===== config.mk =====
export PLATFORM = sky130hd
export DESIGN_NAME = tsp_min_tour_cost_top
export DESIGN_NICKNAME = d
export VERILOG_FILES = /design/src/hw/rtl/tsp_pkg.sv /design/src/hw/rtl/tsp_ram.sv /design/src/hw/rtl/tsp_min_tour_cost_top.sv
export SDC_FILE = /design/constraint.sdc
export NUM_CORES = 1
export LEC_CHECK = 0
export BUFFER_PORTS_ARGS = -buffer_cell sky130_fd_sc_hd__buf_2
export CORE_ASPECT_RATIO = 1.2
export CORE_UTILIZATION = 65
export CTS_BUF_LIST = sky130_fd_sc_hd__clkbuf_4 sky130_fd_sc_hd__clkbuf_8
export CTS_CLUSTER_DIAMETER = 50
export DETAILED_ROUTE_END_ITERATION = 8
export GPL_TIMING_DRIVEN = 0
export PLACE_DENSITY = 0.8
export SLEW_MARGIN = 20
export SYNTH_ARGS = -nofsm -noshare
export SYNTH_HDL_FRONTEND = slang
export SYNTH_SLANG_ARGS = --single-unit

===== constraint.sdc =====
create_clock -name i_clk -period 7.9 [get_ports i_clk]
set_clock_uncertainty 0.2 [all_clocks]
set_input_delay 2.37 -clock i_clk [delete_from_list [all_inputs] [get_ports i_clk]]
set_output_delay 2.37 -clock i_clk [all_outputs]
set_load 0.1 [all_outputs]

===== src/hw/rtl/tsp_pkg.sv =====
// Shared widths and constants for the minimum tour cost search block.
`timescale 1ns / 1ps

package tsp_pkg;

    localparam int CITY_W   = 3;
    localparam int WEIGHT_W = 16;
    localparam int COST_W   = 19;

    typedef logic [WEIGHT_W-1:0] t_weight;
    typedef logic [COST_W-1:0]   t_cost;

    localparam t_cost COST_INF = '1;

endpackage


===== src/hw/rtl/tsp_ram.sv =====
// Generic single write, single read RAM with registered read data.
`timescale 1ns / 1ps

module tsp_ram #(
    parameter int WIDTH = 16,
    parameter int DEPTH = 16
) (
    input  logic                     i_clk,
    input  logic                     i_we,
    input  logic [$clog2(DEPTH)-1:0] i_waddr,
    input  logic [WIDTH-1:0]         i_wdata,
    input  logic [$clog2(DEPTH)-1:0] i_raddr,
    output logic [WIDTH-1:0]         o_rdata
);

    logic [WIDTH-1:0] r_mem [DEPTH];
    logic [WIDTH-1:0] r_rdata;

    always_ff @(posedge i_clk) begin
        if (i_we) begin
            r_mem[i_waddr] <= i_wdata;
        end
        r_rdata <= r_mem[i_raddr];
    end

    assign o_rdata = r_rdata;

endmodule


===== src/hw/rtl/tsp_min_tour_cost_top.sv =====
// Top level: edge matrix load and backtracking minimum tour cost search.
`timescale 1ns / 1ps

// Usage:
//   Command channel: a transaction is taken at a rising edge with start high and
//   busy low. Each carries one matrix edge (i_row, i_col, i_weight); a weight of
//   zero means no edge, and a row or column of CITIES or more is ignored.
//   With i_last low the block stays ready, so edges load one per cycle.
//   With i_last high the edge is stored and the search starts; busy stays high
//   until the result strobe.
//   Result: o_valid is high for exactly one cycle with o_min_cost and
//   o_tour_found; when no tour exists the cost reads 0 with the flag clear.
//   The receiver cannot stall; the result must be taken in that cycle.
//   Search: the tree is walked one node at a time through a single
//   matrix read port and one adder/comparator. Each candidate or closing edge
//   is read in S_RD and then evaluated in S_EV, and each exhausted level takes
//   one more S_RD step that returns to the parent level, or ends at the root.
//   Reset and each result clear the matrix through per-entry valid bits, so
//   the block is ready on the cycle after reset with no clearing pass.

module tsp_min_tour_cost_top #(
    parameter int CITIES = 4
) (
    input  logic                         i_clk,
    input  logic                         i_rst_n,
    input  logic                         start,
    output logic                         busy,
    input  logic [tsp_pkg::CITY_W-1:0]   i_row,
    input  logic [tsp_pkg::CITY_W-1:0]   i_col,
    input  logic [tsp_pkg::WEIGHT_W-1:0] i_weight,
    input  logic                         i_last,
    output logic                         o_valid,
    output logic [tsp_pkg::COST_W-1:0]   o_min_cost,
    output logic                         o_tour_found
);

    localparam int IDXW   = $clog2(CITIES);
    localparam int CNDW   = IDXW + 1;
    localparam int ADDR_W = 2 * IDXW;
    localparam int DEPTH  = 1 << ADDR_W;

    localparam logic [CNDW-1:0]           CND_END  = CNDW'(CITIES);
    localparam logic [IDXW-1:0]           LEAF_LVL = IDXW'(CITIES - 1);
    localparam logic [tsp_pkg::CITY_W:0]  CITY_LIM = (tsp_pkg::CITY_W + 1)'(CITIES);

    localparam logic [1:0] S_IDLE = 2'd0;
    localparam logic [1:0] S_RD   = 2'd1;
    localparam logic [1:0] S_EV   = 2'd2;

    logic [1:0]             r_state;
    logic [IDXW-1:0]        r_depth;
    logic [CITIES-1:0]      r_visited;
    logic [IDXW-1:0]        r_path [CITIES];
    logic [CNDW-1:0]        r_next [CITIES];
    tsp_pkg::t_cost         r_part [CITIES];
    tsp_pkg::t_cost         r_best;
    logic [DEPTH-1:0]       r_vld;
    logic                   r_rd_vld;
    logic                   r_valid;
    tsp_pkg::t_cost         r_cost;
    logic                   r_found;

    logic                   accept;
    logic                   wr_en;
    logic [ADDR_W-1:0]      waddr;
    logic [ADDR_W-1:0]      raddr;
    tsp_pkg::t_weight       rdata;
    tsp_pkg::t_weight       w_eff;
    logic                   leaf;
    logic [IDXW-1:0]        cur;
    logic [CNDW-1:0]        cnd;
    logic                   cnd_end;
    tsp_pkg::t_cost         sum;

    assign accept = start && !busy;
    assign wr_en  = accept && ({1'b0, i_row} < CITY_LIM) && ({1'b0, i_col} < CITY_LIM);
    assign waddr  = {i_row[IDXW-1:0], i_col[IDXW-1:0]};

    assign leaf    = (r_depth == LEAF_LVL);
    assign cur     = r_path[r_depth];
    assign cnd     = r_next[r_depth];
    assign cnd_end = (cnd >= CND_END);
    assign raddr   = leaf ? {cur, IDXW'(0)} : {cur, cnd[IDXW-1:0]};
    assign w_eff   = r_rd_vld ? rdata : '0;
    assign sum     = r_part[r_depth] + tsp_pkg::COST_W'(w_eff);

    tsp_ram #(
        .WIDTH (tsp_pkg::WEIGHT_W),
        .DEPTH (DEPTH)
    ) u_matrix (
        .i_clk   (i_clk),
        .i_we    (wr_en),
        .i_waddr (waddr),
        .i_wdata (i_weight),
        .i_raddr (raddr),
        .o_rdata (rdata)
    );

    always_ff @(posedge i_clk) begin
        r_rd_vld <= r_vld[raddr];
        r_cost   <= (r_best != tsp_pkg::COST_INF) ? r_best : '0;
        r_found  <= (r_best != tsp_pkg::COST_INF);
        if (!i_rst_n) begin
            r_state   <= S_IDLE;
            r_valid   <= 1'b0;
            r_depth   <= '0;
            r_visited <= CITIES'(1);
            r_best    <= tsp_pkg::COST_INF;
            r_vld     <= '0;
        end else begin
            r_valid <= 1'b0;
            if (wr_en) begin
                r_vld[waddr] <= 1'b1;
            end
            case (r_state)
                S_IDLE: begin
                    if (accept && i_last) begin
                        r_state   <= S_RD;
                        r_depth   <= '0;
                        r_visited <= CITIES'(1);
                        r_best    <= tsp_pkg::COST_INF;
                        r_path[0] <= '0;
                        r_next[0] <= '0;
                        r_part[0] <= '0;
                    end
                end
                S_RD: begin
                    if (leaf || !cnd_end) begin
                        r_state <= S_EV;
                    end else if (r_depth == '0) begin
                        r_state <= S_IDLE;
                        r_valid <= 1'b1;
                        r_vld   <= '0;
                    end else begin
                        r_visited[cur] <= 1'b0;
                        r_depth        <= r_depth - 1'b1;
                    end
                end
                S_EV: begin
                    r_state <= S_RD;
                    if (leaf) begin
                        if (w_eff != '0 && sum < r_best) begin
                            r_best <= sum;
                        end
                        r_visited[cur] <= 1'b0;
                        r_depth        <= r_depth - 1'b1;
                    end else begin
                        r_next[r_depth] <= cnd + 1'b1;
                        if (!r_visited[cnd[IDXW-1:0]] && w_eff != '0) begin
                            r_visited[cnd[IDXW-1:0]] <= 1'b1;
                            r_depth                  <= r_depth + 1'b1;
                            r_path[r_depth + 1'b1]   <= cnd[IDXW-1:0];
                            r_part[r_depth + 1'b1]   <= sum;
                            r_next[r_depth + 1'b1]   <= '0;
                        end
                    end
                end
                default: begin
                    r_state <= S_IDLE;
                end
            endcase
        end
    end

    assign busy         = (r_state != S_IDLE);
    assign o_valid      = r_valid;
    assign o_min_cost   = r_cost;
    assign o_tour_found = r_found;

    a_result_after_search: assert property (@(posedge i_clk) disable iff (!i_rst_n)
        o_valid |-> $past(r_state == S_RD) && r_state == S_IDLE)
        else $error("result strobe without a finished search");

    a_no_tour_zero_cost: assert property (@(posedge i_clk) disable iff (!i_rst_n)
        (o_valid && !o_tour_found) |-> (o_min_cost == '0))
        else $error("cost not zero when no tour found");

    a_start_city_visited: assert property (@(posedge i_clk) disable iff (!i_rst_n)
        busy |-> r_visited[0])
        else $error("start city dropped from visited set");

    a_depth_in_range: assert property (@(posedge i_clk) disable iff (!i_rst_n)
        busy |-> (r_depth <= LEAF_LVL))
        else $error("search depth out of range");

    a_matrix_cleared: assert property (@(posedge i_clk) disable iff (!i_rst_n)
        o_valid |-> (r_vld == '0))
        else $error("matrix not cleared after result");

endmodule

==> metrics.txt, run 1 <==
CTS Buffer Depth=3; hold-fix buffers at CTS=0; Fillers=1800; DRT Pass-1 Iters=6; Root Buffer=clkbuf_8; Clock Latency Late Sink=0.59 ns; Slowest-stage cell, CP=a211oi_1; largest family of logic cells by synthesized area=simple AND/OR/NAND/NOR gates; pwr dens=239 nW/um2; setup TNS=0 ns; synthesized area=18500 um2; mux share of post-synthesis cell area=0.0722; DRT Wirelength=45.2 mm; setup bufs post-CTS=0; Routability Congestion=0.921; Worst path max stage delay=0.62 ns; GR Overflow Total=0; wire per inst=22.5 um; Async SR Flop Fraction=0; num rows=67; Main synth FF type=edfxtp_1; Req. time, crit path=8.14 ns; die height=187 um; Levels on crit path=17; Final Power=4.98 mW; Final Max Tran Viols=0; worst hold slack=0.266 ns; post-route cell area=20800 um2; Max Cap Viol=0; syn avg cell area=12.8 um2; die area=29100 um2; Post-Synth Adder-Cell Area=0.0329; CP Class=reg2reg; Area growth, synth to finish=12.7%; Yosys cell types=66; worst slew pin tran=1.01 ns; post-synthesis simple-gate area fraction=0.117; unrepaired setup endpoints after global routing=false; HPWL Detailed=31.2 mm; share of layout cells above drive strength 1=0.162; R2R cell count=17; Cell Chain, Critical Path=buf_6 > buf_2 > clkbuf_1 > mux4_2 > ha_1 > clkbuf_1 > nand4_1 > a211o_1 > or2_2 > a211oi_1 > ha_1 > nand4_1 > nor2_1 > a2111oi_0 > o2111ai_1 > nor3_1 > a32oi_1; number of antenna violations at the first check in global routing=0; Final ANT Viol Nets=0; Ports=48; Yosys warnings=0; Finished Layout Cells=2010; CTS tree=yes; worst setup path end=r_best[18]; worst r2r dst=r_best[18]; status=finished clean; global-route wire length before repair=69.0 mm; n_diodes=0; post-synth net total=1516; worst reg2reg setup slack=1.31 ns; worst vdd ir=206 uV; delay-heaviest family, CP=compound AO/OA/AOI/OAI gates; Initial Util=0.661; Final Net Count=1653; 1st-iter DRT viols=1214; Setup WS pre-CTS=1.49 ns; Final Cycle Share=0.834; Worst Slack Setup Final=1.31 ns; routed vias=12700; P_leak=8.06 nW; Synth Area in XOR/XNOR=0.00522; Core Region=27900 um2; Max-Slew Margin vs Limit=0.326; fin crit period=6.59 ns; GRT Total Usage=0.319; H-tree level count=3; TritonCTS Buffers=68; Synth Instances=1442; # port buffers=46; Clk pin slew, worst setup/hold paths=0.06 ns; CTS Sinks=435; final setup fails=0; Cells after DPL=1888; Synth Register Bits=435; drt drc=0; Buffers & Inverters on Critical Path=4; crit end category=flop; EDFF count, synth=340; Fin. Hold Viols=0; placed cell area=19500 um2; vias in the first global route=12700; sequential area share after synthesis=0.656; Critical Path Fanout Max=10; HP Class=reg2reg; Die X=156 um; Compound-Gate Fraction of Synth Area=0.0909; Worst Path Arrival=6.83 ns; Via density=6.31; Setup crit start kind=flop; Post-CTS Resized=0; largest net degree at the start of global routing=22; fin util=0.745; Max Fclk=152 MHz
-- where the power goes --
group | total, mW | switching, mW | internal (mW)
sequential | 2.52 | 0.0210 | 2.50
combinational | 0.623 | 0.420 | 0.203
clock | 1.83 | 0.850 | 0.980
total | 4.98 | 1.29 | 3.69
-- kinds of logic after synthesis --
logic type / count (synthesis)
and+or+nand+nor: 471
AOI/OAI and AO/OA: 261
adders and majority gates: 48
buffers and inverters: 114
DFF: 435
xor gates and xnor gates: 11
muxes: 102
-- worst min path at each step --
stage,start,endpoint,slack (ns),cells past startpoint
floorplan,r_next[0][1],r_next[0][1],0.23,2
global placement,r_vld[12],r_vld[12],0.25,1
detailed placement,r_vld[6],r_vld[6],0.25,1
CTS,r_vld[5],r_vld[5],0.27,1
global route,r_vld[14],r_vld[14],0.28,1
finish,r_vld[5],r_vld[5],0.27,1
-- cells in the final DEF, fill, tap and decap left out, types with 17 or more instances in the layout --
cell	count
a21oi_1	66
a31oi_1	52
a32oi_1	20
and2_1	33
buf_2	62
clkbuf_1	52
clkbuf_4	17
clkbuf_8	74
dfxtp_1	95
edfxtp_1	340
ha_1	47
inv_1	37
mux2_2	19
mux2i_1	60
mux4_2	23
nand2_1	222
nand3_1	74
nor2_1	37
nor3_1	23
o21a_1	19
o21ai_0	47
-- layout make-up --
type | instances | area, um2 | area share
flip-flops and latches | 435 | 12100 | 0.582
multi-input cells | 893 | 5960 | 0.286
clock buffers | 91 | 1150 | 0.0551
repair buffers | 67 | 475 | 0.0229
well taps | 379 | 474 | 0.0228
plain buffers | 74 | 322 | 0.0155
clock inverters | 31 | 171 | 0.00824
inverters | 40 | 151 | 0.00728
-- cells in the mapped netlist (20+ instances only) --
library cell	n	area [um2]
and2_1	33	206
clkbuf_1	52	195
mux2i_1	60	601
a32oi_1	20	175
a21oi_1	66	330
nor2_1	49	184
edfxtp_1	340	10200
a31oi_1	52	325
inv_1	37	139
o21ai_0	48	240
ha_1	47	588
nand3_1	74	370
nor3_1	28	140
mux4_2	23	518
nand2_1	222	833
dfxtp_1	95	1900
-- sequential cells by signal (all words and copies together), names as in the netlist, named ones only --
signal            cells
r_best               19
r_rd_vld              1
u_matrix.o_rdata     16
r_part               76
r_visited             4
r_state               2
r_next               12
o_valid               1
u_matrix.r_mem      256
r_depth               2
o_min_cost           19
r_vld                16
o_tour_found          1
r_path                8
-- layer usage --
metal,GRT usage,vias to the layer above,part of all wire
met4,0.204,0,0.058
li1,-,5719,-
met2,0.552,684,0.52
met5,0,-,0
met3,0.0604,176,0.077
met1,0.361,6112,0.35
Note: power is estimated with default switching activity, not from simulation.
==> run 2: changes to the inputs <==
==> constraint.sdc (replaced) <==
create_clock -name i_clk -period 6.6 [get_ports i_clk]
set_clock_uncertainty 0.2 [all_clocks]
set_input_delay 1.98 -clock i_clk [delete_from_list [all_inputs] [get_ports i_clk]]
set_output_delay 1.98 -clock i_clk [all_outputs]
set_load 0.1 [all_outputs]
==> run 2 against run 1 <==
Effect of this change:
- clock power is 20% higher
- largest cell class unchanged
- global-route usage stayed put
- largest power group unchanged
- combinational power is 20% higher
==> metrics.txt, run 2 (synthesized netlist as in run 1, its figures left out) <==
TritonCTS Buffers=68 (unchanged); P_leak=8.07 nW (was 8.06 nW); pwr dens=286 nW/um2 (was 239 nW/um2); Reg area=12100 um2 (unchanged); Clk pin slew, worst setup/hold paths=0.07 ns (was 0.06 ns); placed cell area=19500 um2 (unchanged); biggest regs=u_matrix.r_mem x256, r_part x76 (unchanged); 1st-iter DRT viols=1243 (was 1214); crit end category=flop (unchanged); Clock Latency Late Sink=0.59 ns (about the same); status=finished clean (unchanged); hold path depth=1 (unchanged); CTS Sinks=435 (unchanged); # port buffers=46 (unchanged); Core Region=27900 um2 (unchanged); Area growth, synth to finish=12.8% (was 12.7%); GRT Total Usage=0.319 (unchanged); Fin. Hold Viols=0 (unchanged); GR Overflow Total=0 (unchanged); final setup fails=0 (unchanged); Worst Hold Launch=r_vld[5] (unchanged); H-tree level count=3 (unchanged); Req. time, crit path=6.84 ns (was 8.14 ns); num rows=67 (unchanged); worst reg2reg setup slack=0.41 ns (was 1.31 ns); largest net degree at the start of global routing=22 (unchanged); R2R cell count=19 (was 17); post-route cell area=20800 um2 (about the same); die height=187 um (unchanged); DRT Wirelength=45.0 mm (was 45.2 mm); commonest non-fill, non-tap cell in the layout=edfxtp_1 (unchanged); fin crit period=6.19 ns (was 6.59 ns); delay-heaviest family, CP=compound AO/OA/AOI/OAI gates (unchanged); DRT Pass-1 Iters=5 (was 6); Cell Chain, Critical Path=buf_6 > buf_4 > buf_2 > mux4_2 > ha_1 > clkbuf_1 > nand4_1 > nor4_1 > a21oi_1 > a21o_1 > a21oi_1 > inv_1 > ha_1 > nand4_1 > nor2_1 > a2111oi_1 > o2111ai_2 > nor3_1 > a32oi_1 (was buf_6 > buf_2 > clkbuf_1 > mux4_2 > ha_1 > clkbuf_1 > nand4_1 > a211o_1 > or2_2 > a211oi_1 > ha_1 > nand4_1 > nor2_1 > a2111oi_0 > o2111ai_1 > nor3_1 > a32oi_1); Via density=6.28 (was 6.31); unrepaired setup endpoints after global routing=false (unchanged); setup TNS=0 ns (unchanged); share of layout cells above drive strength 1=0.165 (was 0.162); Final Cycle Share=0.937 (was 0.834); most frequent cells in the layout=edfxtp_1 (340), nand2_1 (222), dfxtp_1 (95) (unchanged); Max-Slew Margin vs Limit=0.342 (was 0.326); Fillers=1796 (was 1800); worst vdd ir=244 uV (was 206 uV); Root Buffer=clkbuf_8 (unchanged); drt drc=0 (unchanged); worst slew pin tran=0.983 ns (was 1.01 ns); die area=29100 um2 (unchanged); Initial Util=0.661 (unchanged); Final Net Count=1653 (unchanged); Slowest-stage cell, CP=mux4_2 (was a211oi_1); Max Fclk=162 MHz (was 152 MHz); wire per inst=22.4 um (was 22.5 um); Die X=156 um (unchanged); HP Class=reg2reg (unchanged); Largest Register=u_matrix.r_mem (unchanged); global-route wire length before repair=69.0 mm (unchanged); number of antenna violations at the first check in global routing=0 (unchanged); Ports=48 (unchanged); worst r2r dst=r_best[18] (unchanged); Worst path max stage delay=0.56 ns (was 0.62 ns); CTS tree=yes (unchanged); Routability Congestion=0.921 (unchanged); Final ANT Viol Nets=0 (unchanged); n_diodes=0 (unchanged); footprint of the multi-input gates=5970 um2 (was 5960 um2); HPWL Detailed=31.2 mm (unchanged); CP Class=reg2reg (unchanged); Critical Path Fanout Max=10 (unchanged); Setup crit start kind=flop (unchanged); CTS Buffer Depth=3 (unchanged); Buffers & Inverters on Critical Path=5 (was 4); vias in the first global route=12700 (unchanged); Max Cap Viol=0 (unchanged); Final Max Tran Viols=0 (unchanged); Worst Path Arrival=6.43 ns (was 6.83 ns); routed vias=12600 (was 12700); max FFs per register=256 (unchanged); Min-Delay Endpoint=r_vld[5] (unchanged); Final Power=5.95 mW (was 4.98 mW)
[run 2: worst reg2reg max path: cells and delay by family (launching register included)]
family                     cells  cell delay [ns]
adders and majority gates      2             0.59
AOI/OAI and AO/OA              6             1.76
muxes                          1             0.56
DFF                            1             0.32
buffers and inverters          5             1.24
and+or+nand+nor                5             1.37
[run 2: power breakdown]
group	leakage [nW]	switching (mW)	internal, mW
combinational	3.37	0.501	0.244
sequential	3.99	0.0251	2.99
clock	0.702	1.02	1.17
total	8.07	1.54	4.41
[run 2: how the worst max path moves through the flow]
stage,depth (start not counted),slack [ns],end,start
finish,19,0.41,r_best[18],flop
global route,19,0.10,r_best[17],flop
CTS,17,0.18,r_best[18],flop
detailed placement,17,0.19,r_best[18],flop
global placement,5,0.13,r_part[1][15],i_rst_n
floorplan,18,1.48,r_best[12],flop
[run 2: final cells by class]
| class | instances | share of cell area |
|---|---|---|
| tap | 379 | 0.0228 |
| timing repair buffer | 67 | 0.0228 |
| buffer | 74 | 0.0156 |
| inverter | 40 | 0.00727 |
| clock buffer | 91 | 0.0550 |
| clock inverter | 31 | 0.00823 |
| multi-input combinational | 893 | 0.287 |
| sequential | 435 | 0.582 |
[run 2: stage by stage]
stage	instances	setup slack (ns)	hold slack (ns)	util
6_report	2010	0.413	0.267	0.746
5_1_grt	2010	0.102	0.281	0.746
4_1_cts	2010	0.177	0.268	0.745
3_5_place_dp	1888	0.188	0.253	0.698
3_3_place_gp	1867	0.125	0.247	0.687
2_1_floorplan	1442	1.48	0.235	-
[run 2: routing by layer]
metal	share of wire	wire, um	track usage
met5	0	0	0
met4	0.057	2570	0.204
met3	0.073	3290	0.0604
met2	0.52	23300	0.552
met1	0.35	15800	0.361
[run 2: what timing repair did]
item | in CTS | in global routing
hold buffers | 0 | 0
setup buffers | 0 | 0
resized for setup | 0 | 7
setup endpoints to repair | 0 | 16
==> run 3: changes to the inputs <==
--- a/config.mk
+++ b/config.mk
@@ -11,7 +11,6 @@
 export CTS_BUF_LIST = sky130_fd_sc_hd__clkbuf_4 sky130_fd_sc_hd__clkbuf_8
 export CTS_CLUSTER_DIAMETER = 50
 export DETAILED_ROUTE_END_ITERATION = 8
-export GPL_TIMING_DRIVEN = 0
 export PLACE_DENSITY = 0.8
 export SLEW_MARGIN = 20
 export SYNTH_ARGS = -nofsm -noshare
==> run 3 against run 2 <==
Effect of this change:
- total power decreased by 2.0%
- utilization decreased by 1.3 points
- final cell count decreased by 3.3%
- global-route usage decreased by 2.9 points
- hold slack got worse by 0.0042 ns
==> metrics.txt, run 3 (synthesized netlist as in run 1, its figures left out) <==
status=finished clean (unchanged); biggest regs=u_matrix.r_mem x256, r_part x76 (unchanged); Req. time, crit path=6.87 ns (was 6.84 ns); DRT Wirelength=41.6 mm (was 45.0 mm); worst r2r dst=r_best[14] (was r_best[18]); met3 Usage GRT=0.0518 (was 0.0604); Max Fclk=174 MHz (was 162 MHz); Via density=6.30 (was 6.28); CTS tree=yes (unchanged); Worst path most repeated cell=ha_1; Worst Hold Launch=r_vld[9] (was r_vld[5]); worst vdd ir=231 uV (was 244 uV); setup TNS=0 ns (unchanged); die area=29100 um2 (unchanged); Initial Util=0.661 (unchanged); pwr dens=285 nW/um2 (was 286 nW/um2); Post-CTS Resized=0 (unchanged); fin crit period=5.74 ns (was 6.19 ns); hold-fix buffers at CTS=0 (unchanged); routed vias=12200 (was 12600); crit end category=flop (unchanged); Final Max Tran Viols=0 (unchanged); Cell Chain, Critical Path=buf_4 > mux4_2 > ha_1 > a21o_1 > a221o_1 > a21oi_1 > o31ai_1 > xnor2_1 > inv_1 > ha_1 > nand4_1 > nor2_1 > a2111oi_0 > o2111a_1 > nand2_1 > a32oi_1 (was buf_6 > buf_4 > buf_2 > mux4_2 > ha_1 > clkbuf_1 > nand4_1 > nor4_1 > a21oi_1 > a21o_1 > a21oi_1 > inv_1 > ha_1 > nand4_1 > nor2_1 > a2111oi_1 > o2111ai_2 > nor3_1 > a32oi_1); Clk pin slew, worst setup/hold paths=0.06 ns (was 0.07 ns); Area growth, synth to finish=10.9% (was 12.8%); gr busiest metal=met2 (unchanged); worst reg2reg setup slack=0.86 ns (was 0.41 ns); final setup fails=0 (unchanged); DRT Pass-1 Iters=5 (unchanged); worst slew pin tran=1.13 ns (was 0.983 ns); share of layout cells above drive strength 1=0.168 (was 0.165); # port buffers=47 (was 46); num rows=67 (unchanged); Ports=48 (unchanged); Worst Path Arrival=6.00 ns (was 6.43 ns); Fin. Hold Viols=0 (unchanged); Core Region=27900 um2 (unchanged); largest net degree at the start of global routing=81 (was 22); Max Cap Viol=0 (unchanged); met1 usage in global routing=0.353 (was 0.361); R2R cell count=16 (was 19); CTS Buffer Depth=3 (unchanged); Final ANT Viol Nets=0 (unchanged); Setup WS pre-CTS=0.929 ns (was 0.188 ns); drt drc=0 (unchanged); CP Class=reg2reg (unchanged); Die X=156 um (unchanged); unrepaired setup endpoints after global routing=false (unchanged); Final Net Count=1589 (was 1653); hold path depth=1 (unchanged); TritonCTS Buffers=66 (was 68); Worst path max stage delay=0.66 ns (was 0.56 ns); delay-heaviest family, CP=compound AO/OA/AOI/OAI gates (unchanged); HP Class=reg2reg (unchanged); number of antenna violations at the first check in global routing=1 (was 0); Root Buffer=clkbuf_8 (unchanged); Final Cycle Share=0.870 (was 0.937); Worst Slack Setup Final=0.861 ns (was 0.413 ns); Clock Latency Late Sink=0.58 ns (was 0.59 ns); global-route wire length before repair=63.9 mm (was 69.0 mm); Buffers & Inverters on Critical Path=2 (was 5); worst hold slack=0.263 ns (was 0.267 ns); P_leak=7.92 nW (was 8.07 nW); 1st-iter DRT viols=1182 (was 1243); most frequent cells in the layout=edfxtp_1 (340), nand2_1 (220), dfxtp_1 (94) (was edfxtp_1 (340), nand2_1 (222), dfxtp_1 (95)); Largest Register=u_matrix.r_mem (unchanged); Routability Congestion=0.963 (was 0.921); Max-Slew Margin vs Limit=0.243 (was 0.342); CTS Sinks=435 (unchanged); setup bufs post-CTS=0 (unchanged); wire per inst=21.4 um (was 22.4 um); Critical Path Fanout Max=16 (was 10); H-tree level count=3 (unchanged); commonest non-fill, non-tap cell in the layout=edfxtp_1 (unchanged); Setup crit start kind=flop (unchanged); met2 Use GR=0.503 (was 0.552); Min-Delay Endpoint=r_vld[9] (was r_vld[5]); HPWL Detailed=25.2 mm (was 31.2 mm); vias in the first global route=12000 (was 12700); max FFs per register=256 (unchanged); GRT Total Usage=0.290 (was 0.319); die height=187 um (unchanged); GR Overflow Total=0 (unchanged); Slowest-stage cell, CP=o2111a_1 (was mux4_2)
## run 3: cell types whose count changed in the layout (fill, tap and decap cells not counted), sizes merged
cell / previous run / this run
diode: 0 / 1
inv: 38 / 40
clkbuf: 144 / 97
clkinv: 30 / 15
clkinvlp: 2 / 4
bufinv: 1 / 0
buf: 88 / 79
## run 3: power by group
part           leakage, nW  switching (mW)  internal, mW
sequential            3.99          0.0324          2.99
clock                0.671           0.994          1.14
combinational         3.26           0.448         0.229
## run 3: worst max path at each step
stage               from          to  depth (start not counted)
floorplan           flop  r_best[12]                         18
global placement    flop  r_best[14]                         16
detailed placement  flop  r_best[14]                         16
CTS                 flop  r_best[14]                         16
global route        flop  r_best[17]                         16
finish              flop  r_best[14]                         16
## run 3: layer usage
metal / vias up / wire length, um / share of wire
li1: 5582 / - / -
met1: 5920 / 15700 / 0.38
met2: 589 / 21200 / 0.51
met3: 141 / 3150 / 0.076
met4: 0 / 1600 / 0.038
met5: - / 0 / 0
## run 3: stage by stage
stage               utilization  total power [mW]  area [um2]  cells
finish                    0.733              5.84       20500   1943
global route              0.733              6.03       20500   1942
CTS                       0.733              5.85       20500   1942
detailed placement        0.687              3.75       19200   1826
global placement          0.687              3.73       19200   1826
floorplan                     -              3.56       18500   1442
## run 3: cell type report
type                    instances  area [um2]
multi-input cells             893        5970
well taps                     379         474
flip-flops and latches        435       12100
fillers                      1773        7450
clock inverters                19         113
diodes                          1        2.50
clock buffers                  97        1170
repair buffers                 79         475
inverters                      40         151
